**src/rtl/gha_pkg.sv**
```systemverilog
// shared types and constants for the generational handle allocator
// no dependencies; imported by every module of the block
`default_nettype none

package gha_pkg;

   localparam int SLOT_COUNT = 64;
   localparam int GEN_BITS   = 16;
   localparam int IDX_W      = $clog2(SLOT_COUNT);
   localparam int CNT_W      = IDX_W + 1;

   typedef enum logic [1:0] {
      OP_ALLOC   = 2'd0,
      OP_RELEASE = 2'd1,
      OP_CHECK   = 2'd2,
      OP_CLEAR   = 2'd3
   } op_type;

   typedef enum logic [1:0] {
      STATUS_OK       = 2'd0,
      STATUS_NOT_LIVE = 2'd1,
      STATUS_FULL     = 2'd2
   } status_type;

   typedef struct packed {
      op_type        req_type;
      logic [6:0]    handle_slot;
      logic [15:0]   handle_gen;
   } req_item_type;

   typedef struct packed {
      status_type    status;
      logic [6:0]    out_slot;
      logic [15:0]   out_gen;
   } rsp_item_type;

   typedef enum logic [1:0] {
      ST_IDLE,
      ST_DISPATCH,
      ST_WAIT_QUEUE,
      ST_FINISH
   } ctrl_state_type;

   // controller -> datapath
   typedef struct packed {
      logic take_req;
      logic rd_queue;
      logic rd_gen_req;
      logic rd_gen_queue;
      logic commit;
   } ctrl_cmd_type;

   // datapath -> controller
   typedef struct packed {
      op_type op;
      logic   queue_nonempty;
      logic   slot_ok;
      logic   out_free;
   } dp_status_type;

endpackage

`default_nettype wire

```
**src/rtl/generational_handle_allocator_core.sv**
```systemverilog
// top level of the generational handle allocator
// depends on gha_pkg, gha_ctrl and gha_datapath
//
// Usage: a request on req_* (valid/ready) carries an operation code
// (allocate, release, check, clear all) and a handle (slot, generation);
// each request produces exactly one response on rsp_* (valid/ready) with a
// status and, for a successful allocation, the new handle. Slot 0 is null.
// Requests are handled one at a time by a small sequencer around two
// single-port memories (per-slot generations and the free-slot queue).
// Flow: the request is registered, the memory read is issued in the
// dispatch state, and the result is committed to the response register;
// a reuse allocation adds a queue-wait state, since the queue read and
// the generation read follow one another. A new request is accepted
// after the commit; a pending response sits in an output register, so
// the next request is accepted while it waits; a stalled receiver only
// holds back the result of that following request.
// Reset: synchronous, active high; empties the queue and closes all slots,
// memory contents are left as they are and are never read before written.
`default_nettype none

module generational_handle_allocator_core (
   input  wire                    clock,
   input  wire                    reset,
   input  wire                    req_valid,
   output logic                   req_ready,
   input  gha_pkg::req_item_type  req_data,
   output logic                   rsp_valid,
   input  wire                    rsp_ready,
   output gha_pkg::rsp_item_type  rsp_data
);
   import gha_pkg::*;

   ctrl_cmd_type  cmd;
   dp_status_type dp_status;

   gha_ctrl u_ctrl (
      .clock     (clock),
      .reset     (reset),
      .req_valid (req_valid),
      .req_ready (req_ready),
      .dp_status (dp_status),
      .cmd       (cmd)
   );

   gha_datapath u_datapath (
      .clock     (clock),
      .reset     (reset),
      .req_data  (req_data),
      .cmd       (cmd),
      .dp_status (dp_status),
      .rsp_valid (rsp_valid),
      .rsp_ready (rsp_ready),
      .rsp_data  (rsp_data)
   );

endmodule

`default_nettype wire

```
**src/rtl/gha_ctrl.sv**
```systemverilog
// sequencing state machine of the handle allocator
// depends on gha_pkg; drives the command struct of gha_datapath
`default_nettype none

module gha_ctrl (
   input  wire                     clock,
   input  wire                     reset,
   input  wire                     req_valid,
   output logic                    req_ready,
   input  gha_pkg::dp_status_type  dp_status,
   output gha_pkg::ctrl_cmd_type   cmd
);
   import gha_pkg::*;

   ctrl_state_type state_ff;
   ctrl_state_type state_in;

   always_ff @(posedge clock) begin
      if (reset) begin
         state_ff <= ST_IDLE;
      end else begin
         state_ff <= state_in;
      end
   end

   always_comb begin
      state_in  = state_ff;
      cmd       = '0;
      req_ready = 1'b0;
      unique case (state_ff)
         ST_IDLE: begin
            req_ready = 1'b1;
            if (req_valid) begin
               cmd.take_req = 1'b1;
               state_in     = ST_DISPATCH;
            end
         end
         ST_DISPATCH: begin
            unique case (dp_status.op) inside
               OP_ALLOC: begin
                  // reuse a released slot first
                  if (dp_status.queue_nonempty) begin
                     cmd.rd_queue = 1'b1;
                     state_in     = ST_WAIT_QUEUE;
                  end else begin
                     state_in = ST_FINISH;
                  end
               end
               OP_RELEASE, OP_CHECK: begin
                  cmd.rd_gen_req = dp_status.slot_ok;
                  state_in       = ST_FINISH;
               end
               OP_CLEAR: begin
                  state_in = ST_FINISH;
               end
               default: begin
                  state_in = ST_FINISH;
               end
            endcase
         end
         ST_WAIT_QUEUE: begin
            cmd.rd_gen_queue = 1'b1;
            state_in         = ST_FINISH;
         end
         ST_FINISH: begin
            // hold until the response register can take the result
            if (dp_status.out_free) begin
               cmd.commit = 1'b1;
               state_in   = ST_IDLE;
            end
         end
         default: begin
            state_in = ST_IDLE;
         end
      endcase
   end

endmodule

`default_nettype wire

```
**src/rtl/gha_datapath.sv**
```systemverilog
// generation memory, free-slot queue, counters and response register
// depends on gha_pkg; controlled by gha_ctrl through the command struct
`default_nettype none

module gha_datapath (
   input  wire                     clock,
   input  wire                     reset,
   input  gha_pkg::req_item_type   req_data,
   input  gha_pkg::ctrl_cmd_type   cmd,
   output gha_pkg::dp_status_type  dp_status,
   output logic                    rsp_valid,
   input  wire                     rsp_ready,
   output gha_pkg::rsp_item_type   rsp_data
);
   import gha_pkg::*;

   logic [GEN_BITS-1:0] gen_mem [SLOT_COUNT];
   logic [IDX_W-1:0]    queue_mem [SLOT_COUNT];

   req_item_type        req_ff;
   logic [GEN_BITS-1:0] gen_rd_ff;
   logic [IDX_W-1:0]    queue_rd_ff;

   logic [CNT_W-1:0]    opened_ff,  opened_in;
   logic [IDX_W-1:0]    head_ff,    head_in;
   logic [IDX_W-1:0]    tail_ff,    tail_in;
   logic [CNT_W-1:0]    count_ff,   count_in;
   logic                rsp_valid_ff, rsp_valid_in;
   rsp_item_type        rsp_ff,     rsp_in;

   logic                slot_ok;
   logic [IDX_W-1:0]    slot_idx;
   logic [6:0]          slot_minus_one;
   logic [IDX_W-1:0]    gen_rd_addr;
   logic                gen_live;

   logic                gen_we;
   logic [IDX_W-1:0]    gen_wr_addr;
   logic [GEN_BITS-1:0] gen_wr_data;
   logic                queue_we;

   // slot field and fill counters share one width
   assign slot_ok        = (req_ff.handle_slot != 7'd0) && (req_ff.handle_slot <= opened_ff);
   assign slot_minus_one = req_ff.handle_slot - 7'd1;
   assign slot_idx       = slot_minus_one[IDX_W-1:0];
   assign gen_rd_addr    = cmd.rd_gen_queue ? queue_rd_ff : slot_idx;
   assign gen_live       = slot_ok && (gen_rd_ff == req_ff.handle_gen);

   assign dp_status.op             = req_ff.req_type;
   assign dp_status.queue_nonempty = (count_ff != '0);
   assign dp_status.slot_ok        = slot_ok;
   assign dp_status.out_free       = !rsp_valid_ff || rsp_ready;

   assign rsp_valid = rsp_valid_ff;
   assign rsp_data  = rsp_ff;

   always_ff @(posedge clock) begin
      if (cmd.take_req) begin
         req_ff <= req_data;
      end
      if (cmd.rd_queue) begin
         queue_rd_ff <= queue_mem[head_ff];
      end
      if (cmd.rd_gen_req || cmd.rd_gen_queue) begin
         gen_rd_ff <= gen_mem[gen_rd_addr];
      end
      if (gen_we) begin
         gen_mem[gen_wr_addr] <= gen_wr_data;
      end
      if (queue_we) begin
         queue_mem[tail_ff] <= slot_idx;
      end
      rsp_ff <= rsp_in;
   end

   always_ff @(posedge clock) begin
      if (reset) begin
         opened_ff    <= '0;
         head_ff      <= '0;
         tail_ff      <= '0;
         count_ff     <= '0;
         rsp_valid_ff <= 1'b0;
      end else begin
         opened_ff    <= opened_in;
         head_ff      <= head_in;
         tail_ff      <= tail_in;
         count_ff     <= count_in;
         rsp_valid_ff <= rsp_valid_in;
      end
   end

   always_comb begin
      opened_in    = opened_ff;
      head_in      = head_ff;
      tail_in      = tail_ff;
      count_in     = count_ff;
      rsp_valid_in = rsp_valid_ff && !rsp_ready;
      rsp_in       = rsp_ff;
      gen_we       = 1'b0;
      gen_wr_addr  = slot_idx;
      gen_wr_data  = gen_rd_ff + GEN_BITS'(1);
      queue_we     = 1'b0;

      if (cmd.commit) begin
         rsp_valid_in    = 1'b1;
         rsp_in.status   = STATUS_OK;
         rsp_in.out_slot = 7'd0;
         rsp_in.out_gen  = 16'd0;
         unique case (req_ff.req_type)
            OP_ALLOC: begin
               if (count_ff != '0) begin
                  rsp_in.out_slot = 7'(queue_rd_ff) + 7'd1;
                  rsp_in.out_gen  = gen_rd_ff;
                  head_in  = (head_ff == IDX_W'(SLOT_COUNT - 1)) ? '0 : head_ff + IDX_W'(1);
                  count_in = count_ff - CNT_W'(1);
               end else if (opened_ff < CNT_W'(SLOT_COUNT)) begin
                  // open a fresh slot at generation one
                  gen_we          = 1'b1;
                  gen_wr_addr     = opened_ff[IDX_W-1:0];
                  gen_wr_data     = GEN_BITS'(1);
                  opened_in       = opened_ff + CNT_W'(1);
                  rsp_in.out_slot = 7'(opened_ff) + 7'd1;
                  rsp_in.out_gen  = 16'd1;
               end else begin
                  rsp_in.status = STATUS_FULL;
               end
            end
            OP_RELEASE: begin
               if (gen_live) begin
                  gen_we = 1'b1;
                  // a full queue only follows a repeated release; skip the push
                  if (count_ff < CNT_W'(SLOT_COUNT)) begin
                     queue_we = 1'b1;
                     tail_in  = (tail_ff == IDX_W'(SLOT_COUNT - 1)) ? '0 : tail_ff + IDX_W'(1);
                     count_in = count_ff + CNT_W'(1);
                  end
               end else begin
                  rsp_in.status = STATUS_NOT_LIVE;
               end
            end
            OP_CHECK: begin
               rsp_in.status = gen_live ? STATUS_OK : STATUS_NOT_LIVE;
            end
            OP_CLEAR: begin
               opened_in = '0;
               head_in   = '0;
               tail_in   = '0;
               count_in  = '0;
            end
            default: begin
               rsp_in.status = STATUS_OK;
            end
         endcase
      end
   end

endmodule

`default_nettype wire
```
**config.mk**
```make
export PLATFORM = sky130hd
export DESIGN_NAME = generational_handle_allocator_core
export DESIGN_NICKNAME = d
export VERILOG_FILES = /design/src/rtl/gha_pkg.sv /design/src/rtl/generational_handle_allocator_core.sv /design/src/rtl/gha_ctrl.sv /design/src/rtl/gha_datapath.sv
export SDC_FILE = /design/constraint.sdc
export NUM_CORES = 2
export LEC_CHECK = 0
export ABC_AREA = 1
export BUFFER_PORTS_ARGS = -buffer_cell sky130_fd_sc_hd__buf_2
export CELL_PAD_IN_SITES_DETAIL_PLACEMENT = 1
export CELL_PAD_IN_SITES_GLOBAL_PLACEMENT = 2
export CORE_MARGIN = 2
export CORE_UTILIZATION = 34
export DETAILED_ROUTE_END_ITERATION = 6
export PLACE_DENSITY_LB_ADDON = 0.1
export SLEW_MARGIN = 10
export SYNTH_ARGS = -nofsm -noshare
export SYNTH_HDL_FRONTEND = slang
export SYNTH_SLANG_ARGS = --single-unit
```
**constraint.sdc**
```tcl
create_clock -name clock -period 7.15 [get_ports clock]
set_clock_uncertainty 0.2 [all_clocks]
set_input_delay 0.3575 -clock clock [delete_from_list [all_inputs] [get_ports clock]]
set_output_delay 0.3575 -clock clock [all_outputs]
set_load 0.05 [all_outputs]
```
Yosys cells after proc, flatten, opt, wreduce, memory -nomap -nowiden
Memory sizes are Yosys's and may differ from the RTL's. A register that Yosys moved wholly into a read port is not among the register bits.
Index checks and enable logic that the tools add are counted.
{"block": "totals", "regBits": 79, "ramBits": 1408, "input_bits": 29, "output_inout_bits": 27, "elab_cells": 119, "n_memories": 2}
{"block": "op_classes", "addsub": 8, "order_cmp": 3, "n_eq_ne": 16, "muxes": 58, "reduce_logical": 20}
{"name": "u_datapath.gen_mem", "words": 64, "word_bits": 16, "read_ports": 1, "rd_clocked_by_memory_dff": 1, "write_ports": 1, "line_no": "gha_datapath.sv:17", "text": "logic [GEN_BITS-1:0] gen_mem [SLOT_COUNT];"}
{"name": "u_datapath.queue_mem", "words": 64, "word_bits": 6, "read_ports": 1, "rd_clocked_by_memory_dff": 1, "write_ports": 1, "line_no": "gha_datapath.sv:18", "text": "logic [IDX_W-1:0] queue_mem [SLOT_COUNT];"}
{"cell": "$mux 16", "count": 4}
{"cell": "$mux 6", "count": 10}
{"cell": "$mux 23", "count": 2}
{"cell": "$mux 7", "count": 5}
{"cell": "$mux 1", "count": 24}
{"cell": "$pmux 6 s2", "count": 2}
{"cell": "$pmux 7 s3", "count": 1}
{"cell": "$add 16x1->16 const B", "count": 1}
{"cell": "$eq 16x16->1", "count": 1}
{"cell": "$add 7x1->7 const B", "count": 2}
{"cell": "$lt 7x7->1 const B", "count": 2}
{"cell": "$pmux 7 s2", "count": 1}
{"cell": "$reduce_bool 7->1", "count": 2}
{"cell": "$add 6x1->6 const B", "count": 2}
{"cell": "$eq 6x6->1 const B", "count": 2}
{"cell": "$mux 2", "count": 6}
{"cell": "$eq 2x2->1 const B", "count": 4}
{"cell": "$ne 2x2->1 const B", "count": 4}
{"cell": "$pmux 2 s4", "count": 1}
{"cell": "$reduce_and 4->1", "count": 2}
{"cell": "$add 6x1->7 const B", "count": 1}
{"cell": "$le 7x7->1", "count": 1}
{"cell": "$sub 7x1->7 const B", "count": 1}
{"cell": "$ne 2x1->1 const B", "count": 3}
{"cell": "other kinds (14)", "count": 21}

Logic depth before layout (Yosys ltp)
{"block": "depth", "ltp_word": 8, "ltp_mapped": 15, "ltp_nobuf": 14}

Hierarchy
From an unflattened synthesis, not the netlist that was laid out.
{"block": "unflattened", "hier_cells": 5170, "hier_area_um2": 62448.6}
{"module": "gha_datapath", "instances": 1, "cells_per_inst": 5135, "area_per_inst_um2": 62213.4, "seq_area_each_um2": 44983.1}
{"module": "gha_ctrl", "instances": 1, "cells_per_inst": 35, "area_per_inst_um2": 235.2, "seq_area_each_um2": 40.0}

Worst setup path after synthesis
Ideal clock, no wire load.
{"block": "synth_timing", "kind": "flip-flop to flip-flop", "from": "reg u_datapath.rsp_valid_ff, in the netlist u_datapath.rsp_valid", "to": "mem u_datapath.gen_mem[0][8], data pin", "setup_time_ps": 682, "t_arrival_ps": 3846, "required_ps": 6268, "path_slack_ps": 2422, "path_stages_with_launch": 8, "path_buffers": 1, "synth_period_minus_slack_ps": 4728, "path_cell_list": "dfxtp_1 -> nand2_1 -> nand2_2 -> nor2_2 -> nand3_4 -> buf_2 -> inv_1 -> nor3_1"}
{"block": "synth_via", "elab_chain_len": 5}
{"item": "start: declaration", "line_no": "gha_datapath.sv:28", "text": "logic rsp_valid_ff, rsp_valid_in;"}
{"item": "start signal: assignment", "line_no": "gha_datapath.sv:88", "text": "rsp_valid_ff <= rsp_valid_in;"}
{"item": "$logic_not 1->1", "line_no": "gha_datapath.sv:52", "text": "assign dp_status.out_free = !rsp_valid_ff || rsp_ready;"}
{"item": "$logic_or 1x1->1", "line_no": "gha_datapath.sv:52"}
{"item": "$mux 1", "line_no": "gha_ctrl.sv:67", "text": "if (dp_status.out_free) begin"}
{"item": "$mux 1", "line_no": "gha_ctrl.sv:30", "text": "unique case (state_ff)"}
{"item": "$mux 16", "line_no": "gha_datapath.sv:104", "text": "if (cmd.commit) begin"}
{"item": "via u_datapath.gen_wr_data[8]", "line_no": "gha_datapath.sv:39", "text": "logic [GEN_BITS-1:0] gen_wr_data;"}
{"item": "end: declaration", "line_no": "gha_datapath.sv:17"}
The timed path passes the listed nets, and every way through them passes these cells.

Final worst setup path
{"block": "layout_timing", "from": "reg u_ctrl.state_ff[0]", "to": "reg u_datapath.gen_rd_ff[0] (read register of u_datapath.gen_mem), data pin"}
{"block": "layout_via", "elab_chain_len": 3, "word_cells_on_any_way": 6, "classes_between": "eq/ne: 2; mux: 3; reduce/logical: 1"}
{"item": "start: declaration", "line_no": "gha_ctrl.sv:15", "text": "ctrl_state_type state_ff;"}
{"item": "start signal: assignment", "line_no": "gha_ctrl.sv:22", "text": "state_ff <= state_in;"}
{"item": "$eq 2x2->1 or $eq 2x1->1 (tied branches)", "line_no": "gha_ctrl.sv:30"}
{"item": "$mux 1 or $mux 2 (tied branches)", "line_no": "gha_ctrl.sv:30"}
{"item": "$mux 6 or $logic_or 1x1->1 (tied branches)", "line_no": "gha_datapath.sv:46, gha_datapath.sv:64"}
{"item": "end: declaration", "line_no": "gha_datapath.sv:21", "text": "logic [GEN_BITS-1:0] gen_rd_ff;"}
Several ways; a longest one is shown, not always the timed one.
A chain may end at the register's enable or synchronous reset.

==> summary.md <==
| Metric | Value |
|---|---|
| Status | finished, violations left |
| Failing checks | DRC |
| Final ANT Viol Nets | 0 |
| Worst hold endpoint | u_datapath.req_ff[12] |
| Hold depth | 2 |
| Ys Warns | 0 |
| Synth Flop Type | edfxtp_1 |
| Reg2Reg Depth | 13 |
| Final WL | 210000 um |
| GRT Total Usage | 21.8% |
| Flop and latch count out of synthesis | 1509 |
| Tcrit/Tclk final | 71.5% |
| Leakage | 27.2 nW |
| CTS buffer count | 173 |
| Reg2reg end | u_datapath.gen_rd_ff[0] |
| Die Y | 439 um |
| Clk pin slew, worst setup/hold paths | 0.06 ns |
| CTS H-tree lvls | 4 |
| Layout cells sized above 1 | 8.37% |
| Startpoint Class | flip-flop |
| DR vias/cell | 5.03 |
| CTS Hold Buffers Added | 30 |
| HP Start | req_data[12] |
| Die Wd | 439 um |
| Crit Reg-Reg Startpoint | u_ctrl.state_ff[0] |
| IO Count | 56 |
| Final Max Slew Viols | 0 |
| Final core occ | 38.9% |
| Grt ovf | 0 |
| CTS max path bufs | 3 |
| Number of unique standard cell types used by synthesis | 46 |
| Synth-to-Final Area Change | 13.8% |
| PostCTS Resize Cnt | 0 |
| Detailed-route DRC error count | 10 |
| CTS tree | built |
| Required time of the critical path | 7.60 ns |
| Gp weighted congestion | 0.768 |
| Total negative slack | 0 ns |
| Slew HR | 19.8% |
| Fill cells | 20300 |
| Row count | 159 |
| PortBufs | 55 |
| Nets | 5949 |
| Worst skew pair latency | 0.80 ns |
| Multi-input gate area | 15900 um2 |
| Largest net degree at the start of global routing | 117 |
| Hold Path Class | in2reg |
| DR iter-0 viols | 2801 |
| Sequential fraction of the synthesis area | 70.1% |
| Initial core utilization | 34.2% |
| Worst-margin pin slew | 1.20 ns |
| Worst-path maximum fanout | 67 |
| Final hold violation count | 0 |
| R2R setup slack | 2.04 ns |
| Routed via count | 42800 |
| Syn_area_per_cell | 11.0 um2 |
| Minimum clock period | 5.11 ns |
| RSZ-0062 raised after global routing | false |
| Register area | 45000 um2 |
| Core ar. | 188000 um2 |
| Peak Freq | 196 MHz |
| Crit path kind | reg2reg |
| HPWL Detailed | 122000 um |
| Avg WL per Cell | 24.7 um |
| Vias in the first global route | 44000 |
| First drt pass iteration count | 7 |
| Post-CTS setup buffer count | 0 |
| Mapped Nets | 5873 |
| Mapped Area | 64200 um2 |
| Syn Inst Count | 5813 |
| Max-Cap Viols | 0 |
| Clock sinks | 1509 |
| Root buf cell | clkbuf_16 |
| Worst setup EP type | flip-flop |
| Crit path DAT | 5.56 ns |
| Setup violators final | 0 |
| Async SR Flop Fraction | 0% |
| PD cells | 392 nW/um2 |
| Post-synth EDFFs | 1480 |
| Antenna violations before repair | 4 |
| Die area | 192000 um2 |
| Peak VDD IR | 0.285 mV |
| First-pass GRT wire length | 306000 um |
-- through the flow --
stage / setup slack (ns) / std cells / power [W] / instance area (um2) / hold slack (ns)
2_1_floorplan: 2.42 / 5813 / 0.0165 / 64200 / 0.236
3_3_place_gp: 2.04 / 8179 / 0.0205 / 67500 / 0.287
3_5_place_dp: 1.98 / 8179 / 0.0205 / 67500 / 0.283
4_1_cts: 1.97 / 8507 / 0.0291 / 73000 / 0.00422
5_1_grt: 1.75 / 8507 / 0.0301 / 73000 / 0.0296
6_report: 2.04 / 8513 / 0.0287 / 73000 / 0.0753
-- power breakdown --
group / switching [W] / leakage (nW) / internal (W) / total, W
Clock: 0.00357 / 2.58 / 0.00491 / 0.00847
Sequential: 0.000275 / 13.6 / 0.0111 / 0.0113
Combinational: 0.00695 / 11.0 / 0.00190 / 0.00884
Total: 0.0108 / 27.2 / 0.0179 / 0.0287
-- sequential cells by signal, indices dropped and copies added (netlist names) --
register,cells
u_datapath.gen_mem,1024
u_datapath.queue_mem,384
u_datapath.rsp_data,25
u_datapath.req_ff,23
u_datapath.gen_rd_ff,16
u_datapath.count_ff,7
u_datapath.opened_ff,7
u_datapath.head_ff,6
u_datapath.queue_rd_ff,6
u_datapath.tail_ff,6
u_ctrl.state_ff,2
u_datapath.dp_status,2
u_datapath.rsp_valid,1
-- routing by layer --
| metal | share of wire [%] | global-route usage (%) | up-vias |
|---|---|---|---|
| li1 | - | - | 20000 |
| met1 | 45 | 29.0 | 21800 |
| met2 | 48 | 36.4 | 703 |
| met3 | 4.0 | 3.40 | 290 |
| met4 | 3.1 | 6.93 | 2 |
| met5 | 0.0062 | 0 | - |
-- cells in the final DEF, fill, tap and decap left out, types with 55 or more instances in the layout --
cell type,n
o211ai_1,128
clkbuf_16,180
nor2_1,450
a21oi_1,56
buf_2,55
nand2_1,1610
o21ai_0,239
inv_1,509
buf_4,111
edfxtp_1,1480
nand3_1,748
-- critical path: stages, from the launching register on --
cell     delay, ns
dfxtp_1       0.35
inv_1         0.10
ha_1          0.81
inv_2         0.23
or2_2         0.38
o21ai_4       0.10
buf_4         0.60
inv_6         0.44
buf_12        0.38
nand3_1       0.15
nand3_1       0.12
nand3_1       0.35
nand3_1       0.40
nand2_1       0.18
-- worst max-delay path by stage --
stage	start	to	slack, ns	depth (start not counted)
final	u_ctrl.state_ff[0]	u_datapath.gen_rd_ff[0]	2.04	13
after global routing	u_datapath.req_ff[16]	u_datapath.gen_rd_ff[8]	1.75	13
after CTS	u_datapath.req_ff[16]	u_datapath.gen_rd_ff[8]	1.97	13
after detailed placement	u_datapath.req_ff[16]	u_datapath.gen_rd_ff[8]	1.98	13
after global placement	u_ctrl.state_ff[0]	u_datapath.gen_rd_ff[0]	2.04	13
after floorplan	u_datapath.rsp_valid	u_datapath.gen_mem[0][8]	2.42	7
-- cell usage after synthesis, types with 16 or more instances --
cell | n | area [um2]
dfxtp_1 | 29 | 581
edfxtp_1 | 1480 | 44400
nand3_1 | 748 | 3740
ha_1 | 30 | 375
a21oi_1 | 61 | 305
buf_1 | 16 | 60.1
nor3_1 | 33 | 165
clkbuf_1 | 96 | 360
inv_1 | 522 | 1960
buf_4 | 26 | 195
buf_2 | 162 | 811
o211ai_1 | 128 | 961
o221ai_1 | 39 | 342
nand2_1 | 1614 | 6060
o21ai_0 | 239 | 1200
nor2_1 | 481 | 1810
-- cell type report --
type / count / share of cell area (%)
tap: 2495 / 4.27
inverter: 538 / 2.79
timing repair buffer: 208 / 2.26
antenna: 6 / 0.0206
sequential: 1509 / 61.6
multi-input combinational: 3459 / 21.8
clock buffer: 228 / 6.44
clock inverter: 70 / 0.785
-- logic make-up after synthesis --
logic type / after synthesis / share of synthesized area [%]
compound gates: 498 / 4.74
fa+ha+maj: 31 / 0.616
buf+inv: 845 / 5.49
xor+xnor: 21 / 0.286
simple gates: 2909 / 18.8
flops: 1509 / 70.1
Note: power is estimated with default switching activity, not from simulation.
